### src/ffpa_pkg.sv
// shared types and constants for the first-fit partition allocator
// no dependencies; imported by ffpa_ctrl, ffpa_dp and the top level
`default_nettype none

package ffpa_pkg;

  // table geometry
  localparam int MAX_PARTITIONS = 64;
  localparam int IDX_W          = 6;
  localparam int CNT_W          = $clog2(MAX_PARTITIONS + 1);

  // item field widths
  localparam int FUNC_W = 2;
  localparam int SIZE_W = 16;
  localparam int STAT_W = 3;
  localparam int REQ_W  = 7;
  localparam int OUT_DATA_W = 16;

  localparam logic [REQ_W-1:0] REQ_MAX = '1;

  // operation codes carried on the input tuser
  typedef enum logic [FUNC_W-1:0] {
    FUNC_LOAD  = 2'd0,
    FUNC_ALLOC = 2'd1,
    FUNC_CLEAR = 2'd2
  } ffpa_func_t;

  // result status codes carried on the output tuser
  typedef enum logic [STAT_W-1:0] {
    ST_LOADED  = 3'd0,
    ST_GRANTED = 3'd1,
    ST_NOFIT   = 3'd2,
    ST_STOPPED = 3'd3,
    ST_FULL    = 3'd4,
    ST_CLEARED = 3'd5
  } ffpa_status_t;

  // controller states
  typedef enum logic [1:0] {
    S_IDLE,
    S_EXEC,
    S_SCAN,
    S_DONE
  } ffpa_state_t;

  // controller to datapath
  typedef struct packed {
    logic accept;
    logic scan_step;
    logic commit;
  } ffpa_cmd_t;

  // datapath to controller
  typedef struct packed {
    logic [FUNC_W-1:0] func;
    logic              stopped;
    logic              hit;
    logic              miss;
    logic              out_free;
  } ffpa_stat_t;

endpackage

`default_nettype wire

### src/ffpa_ctrl.sv
// controller state machine for the first-fit partition allocator
// depends on ffpa_pkg; drives ffpa_dp through ffpa_cmd_t
`default_nettype none

module ffpa_ctrl (
  input  wire logic                clk,
  input  wire logic                rst,
  input  wire logic                in_valid,
  output logic                     in_ready,
  input  wire ffpa_pkg::ffpa_stat_t stat,
  output ffpa_pkg::ffpa_cmd_t      cmd
);
  import ffpa_pkg::*;

  ffpa_state_t state, state_next;

  // state register
  always_ff @(posedge clk) begin
    if (rst) begin
      state <= S_IDLE;
    end else begin
      state <= state_next;
    end
  end

  // next state and commands
  always_comb begin
    state_next    = state;
    in_ready      = 1'b0;
    cmd.accept    = 1'b0;
    cmd.scan_step = 1'b0;
    cmd.commit    = 1'b0;
    unique case (state)
      S_IDLE: begin
        in_ready = 1'b1;
        if (in_valid) begin
          cmd.accept = 1'b1;
          state_next = S_EXEC;
        end
      end
      S_EXEC: begin
        case (stat.func)
          FUNC_LOAD, FUNC_CLEAR: state_next = S_DONE;
          FUNC_ALLOC:            state_next = stat.stopped ? S_DONE : S_SCAN;
          default:               state_next = S_IDLE;  // unused code, no result
        endcase
      end
      S_SCAN: begin
        cmd.scan_step = 1'b1;
        if (stat.hit || stat.miss) begin
          state_next = S_DONE;
        end
      end
      S_DONE: begin
        if (stat.out_free) begin
          cmd.commit = 1'b1;
          state_next = S_IDLE;
        end
      end
      default: state_next = S_IDLE;
    endcase
  end

endmodule

`default_nettype wire

### src/ffpa_dp.sv
// datapath: capacity memory, used bits, counters, scan pipeline, output register
// depends on ffpa_pkg; commanded by ffpa_ctrl
`default_nettype none

module ffpa_dp (
  input  wire logic                                clk,
  input  wire logic                                rst,
  input  wire ffpa_pkg::ffpa_cmd_t                 cmd,
  output ffpa_pkg::ffpa_stat_t                     stat,
  input  wire logic [ffpa_pkg::FUNC_W-1:0]         in_func,
  input  wire logic [ffpa_pkg::SIZE_W-1:0]         in_size,
  output logic                                     out_valid,
  input  wire logic                                out_ready,
  output logic [ffpa_pkg::STAT_W-1:0]              out_status,
  output logic [ffpa_pkg::IDX_W-1:0]               out_slot,
  output logic [ffpa_pkg::REQ_W-1:0]               out_reqno
);
  import ffpa_pkg::*;

  // captured item
  logic [FUNC_W-1:0] func;
  logic [SIZE_W-1:0] size;

  // table state
  logic [SIZE_W-1:0]         cap_mem [MAX_PARTITIONS];
  logic [MAX_PARTITIONS-1:0] used;
  logic [CNT_W-1:0]          pcount;
  logic [REQ_W-1:0]          req_cnt;
  logic                      stopped;

  // scan pipeline
  logic [CNT_W-1:0]  scan_addr;
  logic [IDX_W-1:0]  cmp_idx;
  logic              cmp_valid;
  logic [SIZE_W-1:0] rd_data;
  logic              used_rd;
  logic              found;
  logic [IDX_W-1:0]  found_idx;

  logic              issue;
  logic              hit;
  logic              full;
  logic [REQ_W-1:0]  req_inc;
  logic              out_free;

  assign issue    = cmd.scan_step && (scan_addr < pcount);
  assign hit      = cmp_valid && !used_rd && (rd_data >= size);
  assign full     = (pcount >= CNT_W'(MAX_PARTITIONS));
  assign req_inc  = (req_cnt == REQ_MAX) ? req_cnt : req_cnt + 1'b1;
  assign out_free = !out_valid || out_ready;

  assign stat.func     = func;
  assign stat.stopped  = stopped;
  assign stat.hit      = hit;
  assign stat.miss     = (scan_addr >= pcount) && !hit;
  assign stat.out_free = out_free;

  // item capture
  always_ff @(posedge clk) begin
    if (cmd.accept) begin
      func <= in_func;
      size <= in_size;
    end
  end

  // capacity memory: write on load commit, registered read during scan
  always_ff @(posedge clk) begin
    if (cmd.commit && func == FUNC_LOAD && !full) begin
      cap_mem[pcount[IDX_W-1:0]] <= size;
    end
  end

  // used flags are read alongside the capacity; they only change at commit
  always_ff @(posedge clk) begin
    if (issue) begin
      rd_data <= cap_mem[scan_addr[IDX_W-1:0]];
      used_rd <= used[scan_addr[IDX_W-1:0]];
    end
  end

  // scan address, compare stage and first hit
  always_ff @(posedge clk) begin
    if (rst) begin
      scan_addr <= '0;
      cmp_valid <= 1'b0;
      found     <= 1'b0;
    end else if (cmd.accept) begin
      scan_addr <= '0;
      cmp_valid <= 1'b0;
      found     <= 1'b0;
    end else if (cmd.scan_step) begin
      cmp_valid <= issue;
      if (issue) begin
        scan_addr <= scan_addr + 1'b1;
      end
      if (hit) begin
        found <= 1'b1;
      end
    end
  end

  always_ff @(posedge clk) begin
    if (issue) begin
      cmp_idx <= scan_addr[IDX_W-1:0];
    end
    if (cmd.scan_step && hit) begin
      found_idx <= cmp_idx;
    end
  end

  // used flags: a load clears the entry it appends, so entries at or above
  // the partition count are never read and need no clearing
  always_ff @(posedge clk) begin
    if (!rst && cmd.commit) begin
      if (func == FUNC_LOAD && !full) begin
        used[pcount[IDX_W-1:0]] <= 1'b0;
      end else if (func == FUNC_ALLOC && !stopped && found) begin
        used[found_idx] <= 1'b1;
      end
    end
  end

  // counters and stop flag update at commit
  always_ff @(posedge clk) begin
    if (rst) begin
      pcount  <= '0;
      req_cnt <= '0;
      stopped <= 1'b0;
    end else if (cmd.commit) begin
      case (func)
        FUNC_LOAD: begin
          if (!full) begin
            pcount <= pcount + 1'b1;
          end
        end
        FUNC_ALLOC: begin
          req_cnt <= req_inc;
          if (!stopped && !found) begin
            stopped <= 1'b1;
          end
        end
        FUNC_CLEAR: begin
          pcount  <= '0;
          req_cnt <= '0;
          stopped <= 1'b0;
        end
        default: ;
      endcase
    end
  end

  // output register valid
  always_ff @(posedge clk) begin
    if (rst) begin
      out_valid <= 1'b0;
    end else if (cmd.commit) begin
      out_valid <= 1'b1;
    end else if (out_ready) begin
      out_valid <= 1'b0;
    end
  end

  // output register payload
  always_ff @(posedge clk) begin
    if (cmd.commit) begin
      out_slot  <= '0;
      out_reqno <= '0;
      case (func)
        FUNC_LOAD: begin
          out_status <= full ? ST_FULL : ST_LOADED;
        end
        FUNC_ALLOC: begin
          out_reqno <= req_inc;
          if (stopped) begin
            out_status <= ST_STOPPED;
          end else if (found) begin
            out_status <= ST_GRANTED;
            out_slot   <= found_idx;
          end else begin
            out_status <= ST_NOFIT;
          end
        end
        default: begin
          out_status <= ST_CLEARED;
        end
      endcase
    end
  end

endmodule

`default_nettype wire

### src/first_fit_partition_allocator_top.sv
// top level of the first-fit partition allocator
// depends on ffpa_pkg, ffpa_ctrl and ffpa_dp
//
//   channel   direction  tdata                              tuser
//   s_axis    in         [15:0] size_value                  [1:0] func
//   m_axis    out        [5:0] slot_index, [12:6] req num   [2:0] status
//
// one item at a time; a load, clear or stopped request goes from accept through the
// exec and done states into the output register, and the next item is taken in idle
// an allocate scan reads one capacity per cycle and ends at the first unused partition
// whose capacity is at least the size, or after the last loaded partition
// the output register holds a result while the next item is accepted; that item
// then waits with tready low until the result leaves; rst is synchronous
`default_nettype none

module first_fit_partition_allocator_top (
  input  wire logic                              clk,
  input  wire logic                              rst,
  input  wire logic                              s_axis_tvalid,
  output logic                                   s_axis_tready,
  input  wire logic [ffpa_pkg::SIZE_W-1:0]       s_axis_tdata,  // [15:0] size_value
  input  wire logic [ffpa_pkg::FUNC_W-1:0]       s_axis_tuser,  // [1:0] func
  output logic                                   m_axis_tvalid,
  input  wire logic                              m_axis_tready,
  output logic [ffpa_pkg::OUT_DATA_W-1:0]        m_axis_tdata,  // [5:0] slot_index, [12:6] request_number
  output logic [ffpa_pkg::STAT_W-1:0]            m_axis_tuser   // [2:0] status
);
  import ffpa_pkg::*;

  ffpa_cmd_t         cmd;
  ffpa_stat_t        stat;
  logic [IDX_W-1:0]  out_slot;
  logic [REQ_W-1:0]  out_reqno;

  // controller
  ffpa_ctrl u_ctrl (
    .clk      (clk),
    .rst      (rst),
    .in_valid (s_axis_tvalid),
    .in_ready (s_axis_tready),
    .stat     (stat),
    .cmd      (cmd)
  );

  // datapath
  ffpa_dp u_dp (
    .clk        (clk),
    .rst        (rst),
    .cmd        (cmd),
    .stat       (stat),
    .in_func    (s_axis_tuser),
    .in_size    (s_axis_tdata),
    .out_valid  (m_axis_tvalid),
    .out_ready  (m_axis_tready),
    .out_status (m_axis_tuser),
    .out_slot   (out_slot),
    .out_reqno  (out_reqno)
  );

  // pack result fields, zero fill to whole bytes
  assign m_axis_tdata = {{(OUT_DATA_W - IDX_W - REQ_W){1'b0}}, out_reqno, out_slot};

endmodule

`default_nettype wire
### config.mk
export PLATFORM = sky130hd
export DESIGN_NAME = first_fit_partition_allocator_top
export DESIGN_NICKNAME = d
export VERILOG_FILES = /design/src/ffpa_pkg.sv /design/src/ffpa_ctrl.sv /design/src/ffpa_dp.sv /design/src/first_fit_partition_allocator_top.sv
export SDC_FILE = /design/constraint.sdc
export NUM_CORES = 1
export LEC_CHECK = 0
export BUFFER_PORTS_ARGS = -buffer_cell sky130_fd_sc_hd__buf_2
export CAP_MARGIN = 20
export CORE_ASPECT_RATIO = 0.6
export CORE_UTILIZATION = 30
export CTS_BUF_LIST = sky130_fd_sc_hd__clkbuf_16
export CTS_CLUSTER_SIZE = 16
export DETAILED_ROUTE_END_ITERATION = 12
export PLACE_DENSITY = 0.49
export SKIP_CTS_REPAIR_TIMING = 1
export SYNTH_ARGS = -nofsm -noshare
export SYNTH_HDL_FRONTEND = slang
export SYNTH_HIERARCHICAL = 1
export SYNTH_SLANG_ARGS = --single-unit
### constraint.sdc
create_clock -name clk -period 11.6 [get_ports clk]
set_clock_uncertainty 0.05 [all_clocks]
set_input_delay 2.32 -clock clk [delete_from_list [all_inputs] [get_ports clk]]
set_output_delay 2.32 -clock clk [all_outputs]
set_load 0.03 [all_outputs]
==> impl_metrics.tcl <==
set metrics [dict create \
    run_status "finished, final reports clean" \
    critPathCaptureType "flip-flop" \
    p_clk_frac 0.424 \
    detailed_route_vias_per_instance 5.25 \
    wl_met1_um 60200 \
    drt_first_iter_violations 3196 \
    fillCellCount 14400 \
    globalRoute.totalOverflow 0 \
    die_area_um2 158000 \
    clock_latency_reported_for_the_late_side_of_the_worst_skew_pair_ps 710 \
    crit_fanout 47 \
    max_freq_mhz 206 \
    setup_viol_count_final 0 \
    dominantRegCellSynth "sky130_fd_sc_hd__edfxtp_1" \
    htree_num_levels 3 \
    dieHeight_um 308 \
    worst-slew-pin-transition_ps 1230 \
    rows 111 \
    tritoncts.num_buffers 106 \
    max_buffers_root_to_sink 3 \
    core_area_um2 154000 \
    clock-sinks 1178 \
    yosysWarnings 6 \
    ioPinCount 43 \
    cell_variety_after_synth 58 \
    layout_setup_ws_ps 6760 \
    cell_by_cell_listing_of_the_critical_path "buf_4 > buf_4 > nor2b_1 > buf_4 > a22o_1 > o21ai_0 > o21ai_0 > a22o_1" \
    netlist_area_um2 46900 \
    synthesis.instances 2439 \
    power.ir.vdd_worst_uv 105 \
    drtPass1Iterations 5 \
    wl_met3_um 15100 \
    swShare 0.206 \
    worst_setup_hold_path_clk_slew_ps 70 \
    place_congestion 0.839 \
    fin_crit_ps 4840 \
    tritoncts "built" \
    top_signal_layer_used "met4" \
    first_global_vias 24200 \
    detail_route.wl_per_cell_um 28.2 \
    routed-wl-met2_um 55400 \
    path_class "reg -> reg" \
    initial_core_util 0.305 \
    num-nets-final 2644 \
    synth-edff-count 1151 \
    fin_crit_sh 0.418 \
    cellInternalPower_uw 6750 \
    post_synthesis_sequential_area_ratio 0.749 \
    die_w_um 512 \
    holdCritPathClass "reg -> reg" \
    cts_root_buffer "sky130_fd_sc_hd__clkbuf_16" \
    max_cap_viol_count 0 \
    power.share.sequential 0.554 \
    slew_viol_final 0 \
    worstPathArrival_ps 5270 \
    async_flop_share 0 \
    synthDominantCellAreaShare 0.737 \
    synth_top_cells_by_area "sky130_fd_sc_hd__edfxtp_1 (74%), sky130_fd_sc_hd__mux4_2 (11%), sky130_fd_sc_hd__mux2i_1 (2.2%), sky130_fd_sc_hd__a21oi_1 (1.7%), sky130_fd_sc_hd__dfxtp_1 (1.2%)" \
    grt_first_pass_wirelength_um 187000 \
    grt_antenna_before_repair 9 \
    avg_cell_area_syn_um2 19.2 \
    worst_slew_margin_rel 0.172 \
    p_comb_frac 0.022 \
    final_hold_viol_count 0 \
    p_switching_uw 1750 \
    crit_slowest_cell "sky130_fd_sc_hd__o21ai_0" \
    grt_use_total 0.167 \
    critical_path.most_common_cell "sky130_fd_sc_hd__buf_4" \
    layout-drive-gt1-share 0.217 \
    route.antenna.remaining_nets 0 \
    vias 24800 \
    port-buffer-count 39 \
    critical_path.startpoint_type "flip-flop" \
    layout.cells.most_common_list "sky130_fd_sc_hd__edfxtp_1 (1151), sky130_fd_sc_hd__mux4_2 (231), sky130_fd_sc_hd__a21oi_1 (160)" \
    crit_required_ps 12020 \
    layout_commonest_cell "sky130_fd_sc_hd__edfxtp_1" \
    synth.ff_latch_count 1178 \
    power_per_cell_area_nw_per_um2 159 \
    pre_cts_ws_ps 6110 \
    routed_wl_um 133000 \
    setup_tns_ps 0 \
    dp_hpwl_um 83600 \
    power_leakage_uw 0.0162 \
    largest_stage_delay_worst_path_ps 950 \
    yosys.area.top_type "sky130_fd_sc_hd__edfxtp_1" \
    route.detailed.drc 0 \
    areaGrowthSynthToFinish_pct 13.8 \
    pin_count_of_the_biggest_net_entering_global_routing 97 \
    rsz0062_at_grt "no" \
]
kinds of logic after synthesis:
logic type	Yosys count	synth area share
fa+ha+maj	30	0.00800
simple gates	323	0.0333
buf+inv	166	0.0201
other cells	1	0.0000800
xor+xnor	9	0.00168
flops	1178	0.749
mux	334	0.133
compound gates	398	0.0553
flip-flops by register name (all words and copies together), names as in the netlist, named ones only:
signal / flops
u_ctrl/state: 1
u_dp/cap_mem: 1024
u_dp/cmp_idx: 6
u_dp/cmp_valid: 1
u_dp/found: 1
u_dp/found_idx: 6
u_dp/func: 2
u_dp/out_reqno: 7
u_dp/out_slot: 6
u_dp/out_status: 3
u_dp/out_valid: 1
u_dp/pcount: 7
u_dp/rd_data: 16
u_dp/req_cnt: 7
u_dp/scan_addr: 7
u_dp/size: 16
u_dp/stopped: 1
u_dp/used: 64
u_dp/used_rd: 1
cells in the mapped netlist, types with 14 or more instances:
master                     instances
sky130_fd_sc_hd__ha_1             30
sky130_fd_sc_hd__buf_2            35
sky130_fd_sc_hd__a22o_1           50
sky130_fd_sc_hd__a221oi_1         14
sky130_fd_sc_hd__nor2_1          117
sky130_fd_sc_hd__and2_1           17
sky130_fd_sc_hd__a211oi_1         15
sky130_fd_sc_hd__buf_4            28
sky130_fd_sc_hd__nor2b_1          15
sky130_fd_sc_hd__o21ai_1          16
sky130_fd_sc_hd__a22oi_1          27
sky130_fd_sc_hd__clkbuf_1         43
sky130_fd_sc_hd__edfxtp_1       1151
sky130_fd_sc_hd__dfxtp_1          27
sky130_fd_sc_hd__mux2i_1         103
sky130_fd_sc_hd__nand3_1          27
sky130_fd_sc_hd__o22ai_1          15
sky130_fd_sc_hd__nor3_1           28
sky130_fd_sc_hd__a21oi_1         160
sky130_fd_sc_hd__mux4_2          231
sky130_fd_sc_hd__nand2_1          61
sky130_fd_sc_hd__o21ai_0          49
sky130_fd_sc_hd__buf_6            14
sky130_fd_sc_hd__inv_1            34
critical path: cells and delay by family, from the launching register on:
| kind | cells | cell delay [ps] |
|---|---|---|
| flops | 1 | 630 |
| buf+inv | 3 | 1720 |
| simple gates | 1 | 140 |
| compound gates | 4 | 1960 |
layer usage:
metal	vias up	track usage
met1	13200	0.246
met5	-	0
met3	148	0.0630
met4	0	0.0336
met2	1034	0.232
li1	10300	-
final cells by class:
class,instances,area [µm²],share of cell area
Tap cell,2034,2540,0.0477
Inverter,37,139,0.00260
Multi-Input combinational cell,1097,10900,0.204
Clock inverter,87,797,0.0149
Sequential cell,1178,35100,0.658
Timing Repair Buffer,172,1210,0.0227
Antenna cell,2,5.00,0.0000937
Clock buffer,108,2700,0.0506
path summary, 6_finish.rpt:
| path | to | slack [ps] | cells after the start | start |
|---|---|---|---|---|
| worst max-delay path | u_dp/rd_data[10] | 6760 | 8 | u_dp/scan_addr[0] |
| worst min-delay path | u_dp/found_idx[3] | 370 | 0 | u_dp/cmp_idx[3] |
| worst max register to register | u_dp/rd_data[10] | 6760 | 8 | u_dp/scan_addr[0] |
| worst min register to register | u_dp/found_idx[3] | 370 | 0 | u_dp/cmp_idx[3] |
through the flow:
stage	power (µW)	utilization	instances	instance area, µm²	hold WS, ps
finish	8500	0.347	4715	53400	369
global route	8750	0.347	4714	53400	380
CTS	8580	0.347	4709	53300	371
detailed placement	5000	0.324	4514	49800	355
global placement	4990	0.324	4514	49800	355
floorplan	4890	-	2441	46900	350
power by group through the flow:
stage | clock [µW] | sequential (µW) | combinational (µW)
detailed placement | 0 | 4800 | 193
CTS | 3680 | 4710 | 193
global route | 3840 | 4710 | 202
finish | 3600 | 4710 | 189
global placement | 0 | 4800 | 188
floorplan | 0 | 4850 | 39.2
No activity file was read; power rests on OpenSTA's default activity.
